$ cat config.mk
export PLATFORM = sky130hd
export DESIGN_NAME = rtc_ctrl
export DESIGN_NICKNAME = d
export VERILOG_FILES = /design/src/rtc_pkg.sv /design/src/rtc_ctrl.sv
export SDC_FILE = /design/constraint.sdc
export NUM_CORES = 1
export LEC_CHECK = 0
export ABC_AREA = 1
export BUFFER_PORTS_ARGS = -buffer_cell sky130_fd_sc_hd__buf_2
export CAP_MARGIN = 20
export CORE_AREA = 4 4 41 43
export DETAILED_ROUTE_END_ITERATION = 16
export DIE_AREA = 0 0 45 47
export PLACE_DENSITY = 0.78
export SLEW_MARGIN = 20
export SYNTH_ARGS = -nofsm -noshare
export SYNTH_HDL_FRONTEND = slang
export SYNTH_SLANG_ARGS = --single-unit
$ cat constraint.sdc
create_clock -name clk -period 1.9 [get_ports clk]
set_input_delay 0.285 -clock clk [delete_from_list [all_inputs] [get_ports clk]]
set_output_delay 0.285 -clock clk [all_outputs]
set_load 0.01 [all_outputs]
$ cat src/rtc_pkg.sv
// Package with shared types, constants and codes for the transform composer.
`timescale 1ns / 1ps
`default_nettype none

package rtc_pkg;

  // Fixed-point format of every matrix entry (signed Q16.16).
  localparam int DATA_WIDTH = 32;
  localparam int FRAC_BITS  = 16;

  // Product, truncated product and accumulator widths.
  localparam int PROD_W  = 2 * DATA_WIDTH;
  localparam int TRUNC_W = PROD_W - FRAC_BITS;
  localparam int ACC_W   = TRUNC_W + 2;

  // Column codes.
  localparam logic [1:0] COL_X      = 2'd0;
  localparam logic [1:0] COL_Y      = 2'd1;
  localparam logic [1:0] COL_Z      = 2'd2;
  localparam logic [1:0] COL_ORIGIN = 2'd3;

  // Input transaction: one column of each source matrix.
  typedef struct packed {
    logic [1:0]                   column_index;
    logic signed [DATA_WIDTH-1:0] a_x;
    logic signed [DATA_WIDTH-1:0] a_y;
    logic signed [DATA_WIDTH-1:0] a_z;
    logic signed [DATA_WIDTH-1:0] b_x;
    logic signed [DATA_WIDTH-1:0] b_y;
    logic signed [DATA_WIDTH-1:0] b_z;
  } rtc_in_t;

  // Output transaction: one column of the composed matrix.
  typedef struct packed {
    logic [1:0]                   out_column;
    logic signed [DATA_WIDTH-1:0] out_x;
    logic signed [DATA_WIDTH-1:0] out_y;
    logic signed [DATA_WIDTH-1:0] out_z;
    logic                         is_last;
  } rtc_out_t;

  // Controller states.
  typedef enum logic [1:0] {
    ST_IDLE,
    ST_MUL,
    ST_ACC,
    ST_LOAD
  } rtc_state_t;

  // Accumulator operations.
  typedef enum logic [1:0] {
    ACC_HOLD,
    ACC_FIRST,
    ACC_ADD
  } rtc_acc_op_t;

  // Commands from the controller to the datapath.
  typedef struct packed {
    logic        wr_axis;
    logic        cap_origin;
    logic        mul_en;
    logic [1:0]  k;
    logic [1:0]  j;
    rtc_acc_op_t acc_op;
    logic        out_load;
  } rtc_cmd_t;

  // Status from the datapath to the controller.
  typedef struct packed {
    logic out_free;
  } rtc_sts_t;

endpackage

`default_nettype wire

$ cat src/rtc_ctrl.sv
// Controller state machine that sequences the column products of the composition.
`timescale 1ns / 1ps
`default_nettype none

module rtc_ctrl (
  input  wire logic          clk,
  input  wire logic          rst_n,
  input  wire logic          in_valid,
  output logic               in_ready,
  input  wire logic [1:0]    in_column,
  input  wire rtc_pkg::rtc_sts_t sts,
  output rtc_pkg::rtc_cmd_t  cmd
);

  rtc_pkg::rtc_state_t state_r, state_nxt;
  logic [1:0] k_r, k_nxt;
  logic [1:0] j_r, j_nxt;

  // State, term and column counters.
  always_ff @(posedge clk) begin
    if (!rst_n) begin
      state_r <= rtc_pkg::ST_IDLE;
      k_r     <= rtc_pkg::COL_X;
      j_r     <= rtc_pkg::COL_X;
    end else begin
      state_r <= state_nxt;
      k_r     <= k_nxt;
      j_r     <= j_nxt;
    end
  end

  // Next state and datapath commands.
  always_comb begin
    state_nxt      = state_r;
    k_nxt          = k_r;
    j_nxt          = j_r;
    in_ready       = 1'b0;
    cmd            = '0;
    cmd.k          = k_r;
    cmd.j          = j_r;
    cmd.acc_op     = rtc_pkg::ACC_HOLD;
    unique case (state_r)
      rtc_pkg::ST_IDLE: begin
        // The input is always ready here, so a valid transaction is accepted.
        in_ready = 1'b1;
        if (in_valid) begin
          if (in_column == rtc_pkg::COL_ORIGIN) begin
            cmd.cap_origin = 1'b1;
            state_nxt      = rtc_pkg::ST_MUL;
            k_nxt          = rtc_pkg::COL_X;
            j_nxt          = rtc_pkg::COL_X;
          end else begin
            cmd.wr_axis = 1'b1;
          end
        end
      end
      rtc_pkg::ST_MUL: begin
        // From the second term on, the product of the previous term is accumulated while the next one multiplies.
        cmd.mul_en = 1'b1;
        if (k_r == rtc_pkg::COL_X) begin
          cmd.acc_op = rtc_pkg::ACC_HOLD;
        end else if (k_r == rtc_pkg::COL_Z) begin
          cmd.acc_op = rtc_pkg::ACC_ADD;
        end else begin
          cmd.acc_op = rtc_pkg::ACC_FIRST;
        end
        if (k_r == rtc_pkg::COL_Z) begin
          state_nxt = rtc_pkg::ST_ACC;
        end else begin
          k_nxt = k_r + 2'd1;
        end
      end
      rtc_pkg::ST_ACC: begin
        cmd.acc_op = rtc_pkg::ACC_ADD;
        state_nxt  = rtc_pkg::ST_LOAD;
      end
      rtc_pkg::ST_LOAD: begin
        // Wait until the output register is free, then hand off the column.
        if (sts.out_free) begin
          cmd.out_load = 1'b1;
          k_nxt        = rtc_pkg::COL_X;
          if (j_r == rtc_pkg::COL_ORIGIN) begin
            state_nxt = rtc_pkg::ST_IDLE;
          end else begin
            j_nxt     = j_r + 2'd1;
            state_nxt = rtc_pkg::ST_MUL;
          end
        end
      end
      default: begin
        state_nxt = rtc_pkg::ST_IDLE;
      end
    endcase
  end

endmodule

`default_nettype wire

==> results of run 1 <==
-- placed cells by master (no fill, tap or decap), drive strengths merged --
cell    count
o21ai       2
a21oi       1
buf        16
nand3       3
inv        14
a21boi      1
dfxtp       6
o21bai      2
ha         10
nor3        3
nand2      25
nor2       14
nand3b      1
clkbuf      3
-- per-stage QoR --
step / instance area [um^2] / power (mW)
floorplan: 542 / 0.487
global placement: 641 / 0.585
detailed placement: 641 / 0.602
CTS: 663 / 0.718
global route: 663 / 0.786
finish: 663 / 0.702
-- registers in the layout, indices dropped and copies added, names as in the netlist --
register,cells
j_r,2
k_r,2
state_r,2
-- final cells by class --
cell class,count,area [um^2],share of cell area
clock buffer,3,22.5,0.0340
inverter,14,52.6,0.0792
multi-input combinational,62,369,0.557
sequential,6,120,0.181
tap,15,18.8,0.0283
timing repair buffer,16,80.1,0.121
-- cells in the mapped netlist, drive strengths merged --
library cell | n | area, um^2
a21boi | 1 | 7.51
a21oi | 1 | 5.00
dfxtp | 6 | 120
ha | 10 | 125
inv | 14 | 52.6
nand2 | 25 | 109
nand3 | 3 | 20.0
nand3b | 1 | 7.51
nor2 | 14 | 55.1
nor3 | 3 | 15.0
o21ai | 2 | 10.0
o21bai | 2 | 15.0
-- layer usage --
layer,vias to the layer above,routed length [um],global-route usage
li1,290,-,-
met1,222,484,0.128
met2,14,544,0.189
met3,0,61,0.0345
met4,0,0,0.0351
met5,-,0,0
-- critical path, cell delays in order (launching register included) --
cell and delay [ns]:
sky130_fd_sc_hd__dfxtp_1 0.43, sky130_fd_sc_hd__inv_1 0.13, sky130_fd_sc_hd__ha_1 0.31, sky130_fd_sc_hd__inv_1 0.05
sky130_fd_sc_hd__nor3_1 0.16, sky130_fd_sc_hd__buf_2 0.15
-- cells by family (layout without fill, tap and decap cells) --
family          after synthesis  in the layout
fa+ha+maj                    10             10
flops                         6              6
simple gates                 46             46
compound gates                6              6
buf+inv                      14             33
-- power breakdown --
group	switching (mW)	internal [mW]	total [mW]
logic	0.245	0.154	0.398
registers	0.0358	0.159	0.195
clock network	0.0381	0.0709	0.109
-- worst max path at each step --
| stage | depth (start not counted) | to | slack [ns] | from |
|---|---|---|---|---|
| floorplan | 4 | cmd[1] | 0.49 | state_r[0]$_SDFFE_PN0P_ |
| global placement | 5 | cmd[1] | 0.46 | state_r[0]$_SDFFE_PN0P_ |
| detailed placement | 5 | cmd[1] | 0.39 | state_r[0]$_SDFFE_PN0P_ |
| CTS | 5 | cmd[1] | 0.14 | state_r[0]$_SDFFE_PN0P_ |
| global route | 5 | cmd[1] | 0.03 | state_r[0]$_SDFFE_PN0P_ |
| finish | 5 | cmd[1] | 0.16 | state_r[0]$_SDFFE_PN0P_ |
==> results summary, run 1 <==
The run finished with clean final reports. The number of port buffers is 16. The post-synthesis sequential area ratio came out at 0.222.

Clock latency on the worst-skew pair, taken at its later pin, is between 0.2 and 0.25 ns. The final-report max-slew violation count is 0. The final clock period utilization by the worst path is 0.916. The total standard cell area after synthesis is approximately 540 um^2. In the routed design, unresolved DRC markers number 0.

STA classifies the critical path startpoint as a flip-flop. 17 I/O pins were placed. The initial detailed-routing violation count came out at 8. The depth of the CTS H-tree came out at 1. The end point of the most critical hold path is j_r[0]$_SDFFE_PN0P_. The endpoint of the worst-slack reg-to-reg timing path is k_r[1]$_SDFFE_PN0P_. The first-pass iteration count of the detailed router is 4. The number of clock sinks seen by CTS is 6. The number of buffers created by CTS came out at 3. The remaining global-route overflow is 0. The final worst hold slack came out at 0.327 ns. The post-CTS clock slew at the launch and capture registers of the worst setup and hold paths came out at ~0.04 ns. The number of buffers inserted by hold repair at cts is 0.

The worst-case register-to-register setup slack came out at just under 0.4 ns. The number of global-route vias before repair came out at around 430. The worst reg2reg path startpoint is state_r[0]$_SDFFE_PN0P_. The register bit count reported by yosys is 6. The floorplan step set the die height to about 47 um.

The highest achievable clock rate came out at between 0.5 and 0.6 GHz. Setup slack on the critical path of the routed design comes to ~0.16 ns. Of the total synthesized cell area, the portion taken by XOR and XNOR cells is 0.

The gate count after technology mapping came out at 82. The number of max-cap violations came out at 0. The net count reported at finish came out at ~120.

The type of destination of the critical path is a primary output. VDD sags by at most between 0.0005 and 0.0006 V. The largest family of logic cells by synthesized area is simple AND/OR/NAND/NOR gates. Of the total synthesized cell area, the portion taken by full adders, half adders and majority gates is 0.231.

The cell total after placement is roughly 110. The antenna violation net count after detailed routing is 0. From synthesis to final layout, the design area changed by 22.4%. The number of resized instances in the post-cts repair step came out at 0.

The initial utilization of the core area, before any placement, comes to 0.416. The synthesized netlist net count came out at between 90 and 100. Dividing total power by cell area gives a power density of 1060 nW/um^2.

The shortest period the worst path allows came out at 1.74 ns. The filler cells instantiated in the layout total roughly 150. The leakage power of the design is between 0.3 and 0.4 nW. In this run, distinct cell masters in the synthesized netlist total 18.

The first global-routing pass estimated approximately 1700 um of wire. Setup repair after global routing left no endpoint under its margin. The number of failing setup endpoints in the final timing report came out at 0. The layout cell share with drive strength beyond 1 came out at 0.257. The core outline area came out at 1300 um^2. The fraction of the mapped netlist area in compound gates is 0.0693.

The data arrival at the endpoint of the critical path is between 1 and 1.5 ns. The horizontal die dimension came out at 45 um. The mean instance size in the synthesized netlist came out at roughly 6.6 um^2. The number of antenna violations at the first check in global routing came out at 0. The number of vias per cell after detailed routing is around 4.5. After the flow finishes, the layout carries non-filler instances totaling 116. The number of buffers on the longest clock path is 2.

The slew at the pin closest to its max-slew limit came out at between 0.2 and 0.25 ns. The post-layout utilization of the core came out at 0.510. The detail-routed net length per standard cell came out at 9.40 um. The sum of negative setup slack came out at 0 ns. The maximum number of pins on one net before global-route repair is 8. The multiplexer fraction of the synthesized cell area is 0. The maximum fanout along the worst path is 6.

The number of warnings printed during yosys synthesis came out at 0. The final RePlAce weighted congestion is between 0.7 and 0.8. The area of the die is 2120 um^2.

After clock tree synthesis, the setup repair step added 0 buffers. The worst clock skew is 0.00443 ns. Before CTS, the worst setup slack after placement is 0.389 ns.

TritonCTS built the clock tree. For the worst setup path, the data required time is 1.62 ns. The initialized floorplan defines 13 standard-cell rows. The hold path depth came out at 3.

The min-delay analysis places its worst path in the category input port to flip-flop. The final HPWL from detailed placement came out at around 950 um. The number of failing hold endpoints at the final stage came out at 0.

The fraction of the mapped netlist area in simple logic gates is 0.381. The critical path class is flip-flop to primary output. The worst hold path begins at rst_n.

The sum of routed wire length over all layers came out at between 1000 and 1500 um. The total routing resource utilization after global routing is 0.109. The total number of vias came out at between 500 and 600. The count of cells along the worst register-to-register path came out at 8. The relative slew slack came out at 0.848. The root buffer cell is sky130_fd_sc_hd__clkbuf_4. The number of inserted diodes came out at 0.
No activity file was read; power rests on OpenSTA's default activity.
==> run 2, diff against run 1 <==
- PLACE_DENSITY: 0.78 -> 0.8
- SETUP_SLACK_MARGIN: default -> 0.05
- clock period: 1.9 -> 1.49 ns (I/O delays scaled with it)
==> results summary, run 2 (same netlist as run 1, synthesis figures left out) <==
The depth of the CTS H-tree came out at 1 (unchanged). The final RePlAce weighted congestion came to 0.739 (was 0.735). The type of destination of the critical path is a primary output (unchanged). The maximum number of pins on one net before global-route repair was 8 (unchanged). The final-report max-slew violation count is 0 (unchanged). The source-to-sink clock delay at the later pin of the worst-skew pair came out at 0.24 ns (about the same). The net count reported at finish is 123 (was 119). The number of antenna violations at the first check in global routing is 0 (unchanged). The effective utilization at floorplan came out at 0.416 (unchanged). The number of buffers created by CTS is 3 (unchanged). The TritonCTS clock tree is done (unchanged). The initial detailed-routing violation count came out at 14 (was 8). The cell area reported after detailed placement is 648 um^2 (was 641 um^2). Dividing the final minimum period by the clock period gives 0.990. The number of failing hold endpoints at the final stage is 0 (unchanged).

The top metal layer carrying routed signals is met3 (unchanged). The first-pass GRT wire length was 2160 um (was 1680 um). The count of buffering cells on the critical path with inverters included is 3 (unchanged). The number of placed I/O pins is 17 (unchanged).

The area of the die came to 2120 um^2 (unchanged). The core outline area is 1300 um^2 (unchanged). The detail-routed net length per standard cell came out at 10.2 um (was 9.40 um). The detailed-route wire length on metal 1 is 560 um (was 484 um). The sum of routed wire length over all layers came out at 1220 um (was 1090 um).

RSZ-0062 raised after global routing: true (was false). The highest achievable clock rate came out at 0.678 GHz. The number of failing setup endpoints in the final timing report is 0 (unchanged). The horizontal die dimension is 45 um (unchanged). The total routing resource utilization after global routing came out at 0.138 (was 0.109). The number of max-cap violations is 0 (unchanged).

The number of clock sinks seen by CTS came out at 6 (unchanged). The final HPWL from detailed placement came out at 893 um (was 947 um). The antenna violation net count after detailed routing is 0 (unchanged). The row count is 13 (unchanged). The total number of vias is 553 (was 526).

The total met2 wirelength after detailed routing came out at 606 um (was 544 um). The maximum fanout along the worst path is 4 (was 6). The data arrival at the endpoint of the critical path came out at 1.25 ns (was 1.45 ns).

The number of buffers on the longest clock path came to 2 (unchanged). The relative slew slack was 0.882 (was 0.848). The category of cells accounting for the largest share of critical-path delay is flip-flops (unchanged). The root buffer cell is sky130_fd_sc_hd__clkbuf_4 (unchanged). The total power divided by cell area came out at 1370 nW/um^2 (was 1060 nW/um^2). The met3 wirelength from detailed routing came out at 58 um (was 61 um). The leading cell type in the layout, fill and taps excluded is sky130_fd_sc_hd__nand2_1 (unchanged).

The post-CTS clock slew at the launch and capture registers of the worst setup and hold paths came out at 0.05 ns (was 0.04 ns). The layout cell share with drive strength beyond 1 came out at 0.419 (was 0.257). The total DRC errors in the routed layout is 0 (unchanged). The number of inserted diodes is 0 (unchanged). The critical path class is flip-flop to primary output (unchanged). The growth of design area from synthesis to finish is 40.6% (was 22.4%). Commonest cells after routing, fill and taps aside: 21 x sky130_fd_sc_hd__nand2_1, 16 x sky130_fd_sc_hd__buf_2, 13 x sky130_fd_sc_hd__nor2_1 (was 21 x sky130_fd_sc_hd__nand2_1, 16 x sky130_fd_sc_hd__buf_2, 13 x sky130_fd_sc_hd__inv_1, 13 x sky130_fd_sc_hd__nor2_1, 10 x sky130_fd_sc_hd__ha_1). The final worst hold slack came out at 0.254 ns (was 0.327 ns). The data required time at the worst endpoint came out at 1.27 ns (was 1.62 ns).

The cell with the biggest individual delay on the critical path is sky130_fd_sc_hd__dfxtp_4 (was sky130_fd_sc_hd__dfxtp_1). The total power draw is 1.04 mW (was 0.702 mW). The summed area of non-filler cells in the final layout came out at 762 um^2 (was 663 um^2).

The peak per-stage delay on the critical path came out at 0.37 ns (was 0.43 ns). The number of port buffers came out at 16 (unchanged). The leakage power of the design is 0.399 nW (was 0.377 nW).

The worst-case register-to-register setup slack came to 0.20 ns (was 0.39 ns). Largest registers: j_r x2, k_r x2, state_r x2 (unchanged). Subtracting the final worst setup slack from the clock period gives ~1.5 ns. The peak supply drop came out at 0.000725 V (was 0.000555 V).

The kind of path behind the tightest hold check is input port to flip-flop (unchanged). The first-pass iteration count of the detailed router is 4 (unchanged). The number of vias per cell after detailed routing came to 4.61 (was 4.53). The type of element launching the critical path is a flip-flop (unchanged). Crit-path cells: inv_6 -> ha_4 -> inv_2 -> nor3_2 -> buf_2 (was inv_1 -> ha_1 -> inv_1 -> nor3_1 -> buf_2).

The vertical die dimension came out at 47 um (unchanged). The slew at the pin closest to its max-slew limit came to 0.176 ns (was 0.228 ns). The number of global-route vias before repair is 563 (was 426). The worst clock skew came out at 0.00251 ns (was 0.00443 ns). The remaining global-route overflow is 0 (unchanged). Status: finished clean (unchanged).
==> run 2: cell types whose count changed in the layout (fill, tap and decap cells not counted), moves of 2 or more <==
cell and delta:
sky130_fd_sc_hd__ha_4 +3, sky130_fd_sc_hd__buf_4 +4, sky130_fd_sc_hd__nor3_2 +2, sky130_fd_sc_hd__ha_1 -5, sky130_fd_sc_hd__inv_2 +2, sky130_fd_sc_hd__ha_2 +2
sky130_fd_sc_hd__dfxtp_1 -3, sky130_fd_sc_hd__nor3_1 -2, sky130_fd_sc_hd__inv_1 -4, sky130_fd_sc_hd__dfxtp_4 +2
==> run 2: cell type report <==
type / count / area [um^2]
Clock buffer: 3 / 22.5
Sequential cell: 6 / 129
Tap cell: 15 / 18.8
Fill cell: 127 / 539
Inverter: 14 / 60.1
Multi-Input combinational cell: 62 / 422
Timing Repair Buffer: 20 / 110
==> run 2: metal layers <==
metal  vias to the layer above  global-route usage
li1                        295                   -
met1                       246               0.153
met2                        12               0.251
met3                         0              0.0153
met4                         0              0.0877
met5                         -                   0
==> run 2: path summary, 6_finish.rpt <==
check	startpoint	to	cells after the start
worst max register to register	state_r[1]$_SDFFE_PN0P_	k_r[0]$_SDFFE_PN0P_	8
worst min register to register	k_r[1]$_SDFFE_PN0P_	k_r[1]$_SDFFE_PN0P_	2
worst max-delay path	state_r[1]$_SDFFE_PN0P_	cmd[1]	5
worst min-delay path	rst_n	k_r[0]$_SDFFE_PN0P_	3
==> run 2: worst min-delay path: stages <==
cell and delay, ns:
sky130_fd_sc_hd__buf_2 0.13, sky130_fd_sc_hd__nand2_1 0.07, sky130_fd_sc_hd__nor2_1 0.04
==> run 2: timing repair <==
action                                  CTS  global route
gates resized for setup                  14             7
pin swaps                                 2             2
hold buffers                              0             0
buffers inserted                          3             0
endpoints found under the setup margin    5             6
==> run 2: report_power, final <==
| group | internal, mW | switching, mW | leakage, nW |
|---|---|---|---|
| registers | 0.211 | 0.0453 | 0.0511 |
| clock network | 0.0913 | 0.0610 | 0.0138 |
| logic | 0.267 | 0.365 | 0.335 |
| total | 0.569 | 0.472 | 0.399 |
==> run 2: metrics by stage <==
step                std cells  setup TNS (ns)  setup slack (ns)  utilization
detailed placement        114               0            0.0667        0.498
global route              120          -0.110           -0.0643        0.586
CTS                       120               0            0.0176        0.564
finish                    120               0            0.0152        0.586
global placement          114               0            0.0989        0.498
floorplan                  82               0             0.115            -
